### config.mk
export PLATFORM = sky130hd
export DESIGN_NAME = fmpf_ctrl
export DESIGN_NICKNAME = d
export VERILOG_FILES = /design/src/design/fmpf_pkg.sv /design/src/design/fmpf_ctrl.sv
export SDC_FILE = /design/constraint.sdc
export NUM_CORES = 1
export LEC_CHECK = 0
export BUFFER_PORTS_ARGS = -buffer_cell sky130_fd_sc_hd__buf_2
export CORE_AREA = 2 2 39 41
export DETAILED_ROUTE_END_ITERATION = 12
export DIE_AREA = 0 0 41 43
export PLACE_DENSITY = 0.39
export SLEW_MARGIN = 10
export SYNTH_ARGS = -nofsm -noshare
export SYNTH_HDL_FRONTEND = slang
export SYNTH_SLANG_ARGS = --single-unit
### constraint.sdc
create_clock -name i_clk -period 3.6 [get_ports i_clk]
set_input_delay 0.36 -clock i_clk [delete_from_list [all_inputs] [get_ports i_clk]]
set_output_delay 0.36 -clock i_clk [all_outputs]
set_load 0.02 [all_outputs]
### src/design/fmpf_pkg.sv
// Package with operation, status and command types of the packet filter table.
`timescale 1ns / 1ps
package fmpf_pkg;
    localparam logic [1:0] OP_CHECK  = 2'd0;
    localparam logic [1:0] OP_ADD    = 2'd1;
    localparam logic [1:0] OP_DELETE = 2'd2;
    localparam logic [1:0] OP_CLEAR  = 2'd3;

    localparam logic [1:0] ST_OK        = 2'd0;
    localparam logic [1:0] ST_FULL      = 2'd1;
    localparam logic [1:0] ST_NOT_FOUND = 2'd2;

    localparam logic [7:0] PROTO_TCP = 8'd6;
    localparam logic [7:0] PROTO_UDP = 8'd17;

    // Rule word: src(32) smask(32) dst(32) dmask(32) proto(8) sport(16) dport(16) act(1)
    localparam int RULE_W = 169;
    localparam int ID_W   = 32;

    // Controller to datapath commands.
    typedef struct packed {
        logic load;       // capture request fields
        logic scan_rst;   // restart slot address
        logic scan_adv;   // advance slot address
        logic eval;       // slot data valid this cycle
        logic clr_valid;  // invalidate all slots
    } t_cmd;

    // Datapath to controller status.
    typedef struct packed {
        logic last;       // evaluated slot was the last
        logic hit;        // evaluated slot matched the request
    } t_stat;
endpackage

### src/design/fmpf_ctrl.sv
// Controller state machine of the packet filter table.
`timescale 1ns / 1ps
module fmpf_ctrl (
    input  logic           i_clk,
    input  logic           i_rst_n,
    input  logic           i_start,
    input  logic [1:0]     i_operation,
    input  fmpf_pkg::t_stat i_stat,
    output fmpf_pkg::t_cmd  o_cmd,
    output logic           o_busy,
    output logic           o_finish
);
    localparam logic [2:0] S_IDLE = 3'd0;
    localparam logic [2:0] S_PRIME = 3'd1;
    localparam logic [2:0] S_SCAN = 3'd2;
    localparam logic [2:0] S_DONE = 3'd3;

    logic [2:0] r_state, n_state;

    // Sequence the scan
    always_comb begin
        n_state = r_state;
        o_cmd = '0;
        o_finish = 1'b0;
        case (r_state)
            S_IDLE: begin
                if (i_start) begin
                    o_cmd.load = 1'b1;
                    o_cmd.scan_rst = 1'b1;
                    if (i_operation == fmpf_pkg::OP_CLEAR) begin
                        o_cmd.clr_valid = 1'b1;
                        n_state = S_DONE;
                    end else begin
                        n_state = S_PRIME;
                    end
                end
            end
            S_PRIME: begin
                o_cmd.scan_adv = 1'b1;
                n_state = S_SCAN;
            end
            S_SCAN: begin
                o_cmd.eval = 1'b1;
                o_cmd.scan_adv = 1'b1;
                if (i_stat.hit || i_stat.last) begin
                    n_state = S_DONE;
                end
            end
            S_DONE: begin
                o_finish = 1'b1;
                n_state = S_IDLE;
            end
            default: n_state = S_IDLE;
        endcase
    end

    always_ff @(posedge i_clk) begin
        if (!i_rst_n) begin
            r_state <= S_IDLE;
        end else begin
            r_state <= n_state;
        end
    end

    assign o_busy = (r_state != S_IDLE);
endmodule

==> insert_results.sql <==
INSERT INTO impl_metrics (metric_group, metric, value, unit) VALUES
('outcome', 'outcome', 'completed', ''),
('clocking', 'clkSlewWorstSetupHoldPaths', '0.03', 'ns'),
('place', 'port-buffer-count', '13', ''),
('detailed_routing', 'drtIter0Drc', '2', ''),
('floorplanning', 'site_row_count', '14', ''),
('global_route', 'grt_pass1_vias', '197', ''),
('worst_setup_path', 'critical_path_peak_fanout', '5', ''),
('pwr', 'power.internal', '0.1563', 'mW'),
('synthesis', 'syn_inst', '25', ''),
('synthesis', 'post_synth_instance_area', '229.0', 'µm²'),
('clocking', 'clk-insertion-delay-late', '0.22', 'ns'),
('finish', 'layout_top_registers', 'r_state x2', ''),
('place', 'post_dp_cell_area', '306.5', 'µm²'),
('worst_setup_path', 'rr_worst_depth', '5', ''),
('floorplanning', 'dieHeight', '43', 'µm'),
('synthesis', 'synthTopCellsByArea', 'ha_1, dfxtp_1, inv_1', ''),
('floorplanning', 'fp.coreArea', '1384', 'µm²'),
('worst_setup_path', 'timing.critical_path.arrival', '1.27', 'ns'),
('pwr', 'power_frac_seq', '0.157', ''),
('worst_hold_path', 'cell_depth_of_the_worst_min_delay_path', '3', ''),
('clocking', 'cts_tree', 'done', ''),
('timing', 'fmaxAchievable', '615.4', 'MHz'),
('pwr', 'p_leak', '0.1775', 'nW'),
('finish', 'fillCellCount', '155', ''),
('timing', 'worst_clock_skew', '0.003497', 'ns'),
('floorplanning', 'initial_utilization', '0.1655', ''),
('timing', 'setup_viol', '0', ''),
('synthesis', 'ys.warnings.count', '0', ''),
('finish', 'max_reg_flops', '2', ''),
('floorplanning', 'floorplan_die_area', '1763', 'µm²'),
('pwr', 'comb_power_share', '0.686', ''),
('synthesis', 'synth_cell_types', '16', ''),
('clocking', 'cts_max_level', '1', ''),
('job', 'max_cap_violations', '0', ''),
('timing', 'maxSlewHeadroom', '0.8724', ''),
('synthesis', 'synthMostInstantiatedCell', 'ha_1', ''),
('timing', 'fin_setup_tns', '0', 'ns'),
('global_route', 'grt_max_degree', '6', ''),
('detailed_routing', 'vias', '217', ''),
('pwr', 'powerDensity', '926.8', 'nW/µm²'),
('synthesis', 'yosys_register_bits', '2', ''),
('finish', 'n_antenna_cell', '0', ''),
('synthesis', 'total_nets_after_synthesis', '37', ''),
('clocking', 'clk_tree_root_cell', 'clkbuf_4', ''),
('finish', 'layout.nets', '54', ''),
('synthesis', 'synthesis.area_per_instance', '9.159', 'µm²'),
('timing', 'period_utilization', '0.4514', ''),
('synthesis', 'synth_ff_type', 'dfxtp_1', ''),
('pwr', 'pwr-share-clk', '0.157', ''),
('finish', 'final_area', '329.1', 'µm²'),
('clocking', 'numClockSinks', '2', ''),
('place', 'place_congestion', '0.6637', ''),
('timing', 'rsz_0062_raised_after_global_routing', 'false', ''),
('finish', 'area.growth.synth_to_final', '43.72', '%'),
('worst_hold_path', 'min_path_type', 'in -> reg', ''),
('synthesis', 'synth_largest_type_area_fraction', '0.2732', ''),
('detailed_routing', 'number_of_nets_still_failing_antenna_checks_after_routing', '0', ''),
('detailed_routing', 'route.detailed.drc', '0', ''),
('timing', 'worst_slack', '1.975', 'ns'),
('pwr', 'vdd_ir_max', '0.2660', 'mV'),
('worst_setup_path', 'timing.critical_path.to_type', 'primary output', ''),
('timing', 'hold_viol', '0', ''),
('worst_setup_path', 'worst-endpoint-required', '3.24', 'ns'),
('synthesis', 'yosys-top-cells-count', 'ha_1, inv_1, dfxtp_1, nand2_1', ''),
('clocking', 'ctsHoldBuffers', '0', ''),
('detailed_routing', 'avgViaCountPerCell', '3.875', ''),
('global_route', 'global_route_wire_length_before_repair', '786', 'µm'),
('timing', 'post-route-min-period', '1.625', 'ns'),
('global_route', 'antenna_found_initial', '0', ''),
('detailed_routing', 'drt-pass1-iter-count', '2', ''),
('worst_setup_path', 'worstSetupStartpointType', 'register', '');
==> power groups by stage <==
stage / Sequential, mW / Combinational, mW / Clock, mW
after floorplan: 0.0447 / 0.166 / 0
after global placement: 0.0485 / 0.212 / 0
after detailed placement: 0.0481 / 0.212 / 0
after CTS: 0.0482 / 0.213 / 0.0506
after global routing: 0.0502 / 0.237 / 0.0545
final: 0.0479 / 0.209 / 0.0480
==> final timing paths <==
check        slack [ns]                    start                 endpoint
max                1.97  r_state[1]$_SDFFE_PN0P_                 o_cmd[3]
min                0.43                  i_rst_n  r_state[0]$_SDFFE_PN0P_
max reg2reg        2.32  r_state[1]$_SDFFE_PN0P_  r_state[1]$_SDFFE_PN0P_
min reg2reg        0.49  r_state[0]$_SDFFE_PN0P_  r_state[0]$_SDFFE_PN0P_
==> layer usage <==
metal / GRT usage / vias to the layer above / share of wire
li1: - / 116 / -
met2: 0.07500 / 12 / 0.33
met1: 0.09904 / 89 / 0.53
met5: 0 / - / 0
met3: 0.01571 / 0 / 0.13
met4: 0.06000 / 0 / 0
==> through the flow <==
stage / cells / hold slack, ns / utilization / total power [mW]
6_report: 56 / 0.4337 / 0.2378 / 0.3050
4_1_cts: 56 / 0.4256 / 0.2378 / 0.3118
2_1_floorplan: 25 / 0.4688 / - / 0.2110
5_1_grt: 56 / 0.4399 / 0.2378 / 0.3413
3_5_place_dp: 53 / 0.4944 / 0.2215 / 0.2603
3_3_place_gp: 53 / 0.5028 / 0.2215 / 0.2610
==> layout make-up <==
class / instances / area [µm²] / area share
Multi-Input combinational cell: 18 / 166.4 / 0.5057
Timing Repair Buffer: 13 / 65.06 / 0.1977
Sequential cell: 2 / 40.04 / 0.1217
Inverter: 4 / 15.01 / 0.04563
Clock buffer: 3 / 22.52 / 0.06844
Tap cell: 16 / 20.02 / 0.06084
==> placed cells by master, fill, tap and decap left out, drive strengths merged <==
cell type	netlist	routed
o211ai	1	1
nor2	1	1
buf	1	13
dfxtp	2	2
a21oi	1	1
mux2i	1	1
a31oi	1	1
a211oi	1	1
nor2b	2	2
and2	1	1
inv	4	4
and4	1	1
ha	5	5
nand2	2	2
clkbuf	0	3
o2bb2ai	1	1
==> worst max-delay path, cell delays in order (launching register included) <==
cell and delay (ns):
dfxtp_1 0.40, inv_1 0.09, ha_1 0.22, and2_2 0.18, buf_2 0.15
==> logic make-up (layout without fill, tap and decap cells) <==
group                      count (synthesis)  in the layout  share of synthesized area
AOI/OAI and AO/OA                          5              5                     0.1913
buffers and inverters                      5             20                    0.09835
muxes                                      1              1                    0.04372
DFF                                        2              2                     0.1749
adders and majority gates                  5              5                     0.2732
and+or+nand+nor                            7              7                     0.2186
(Power assumes the default switching activity.)
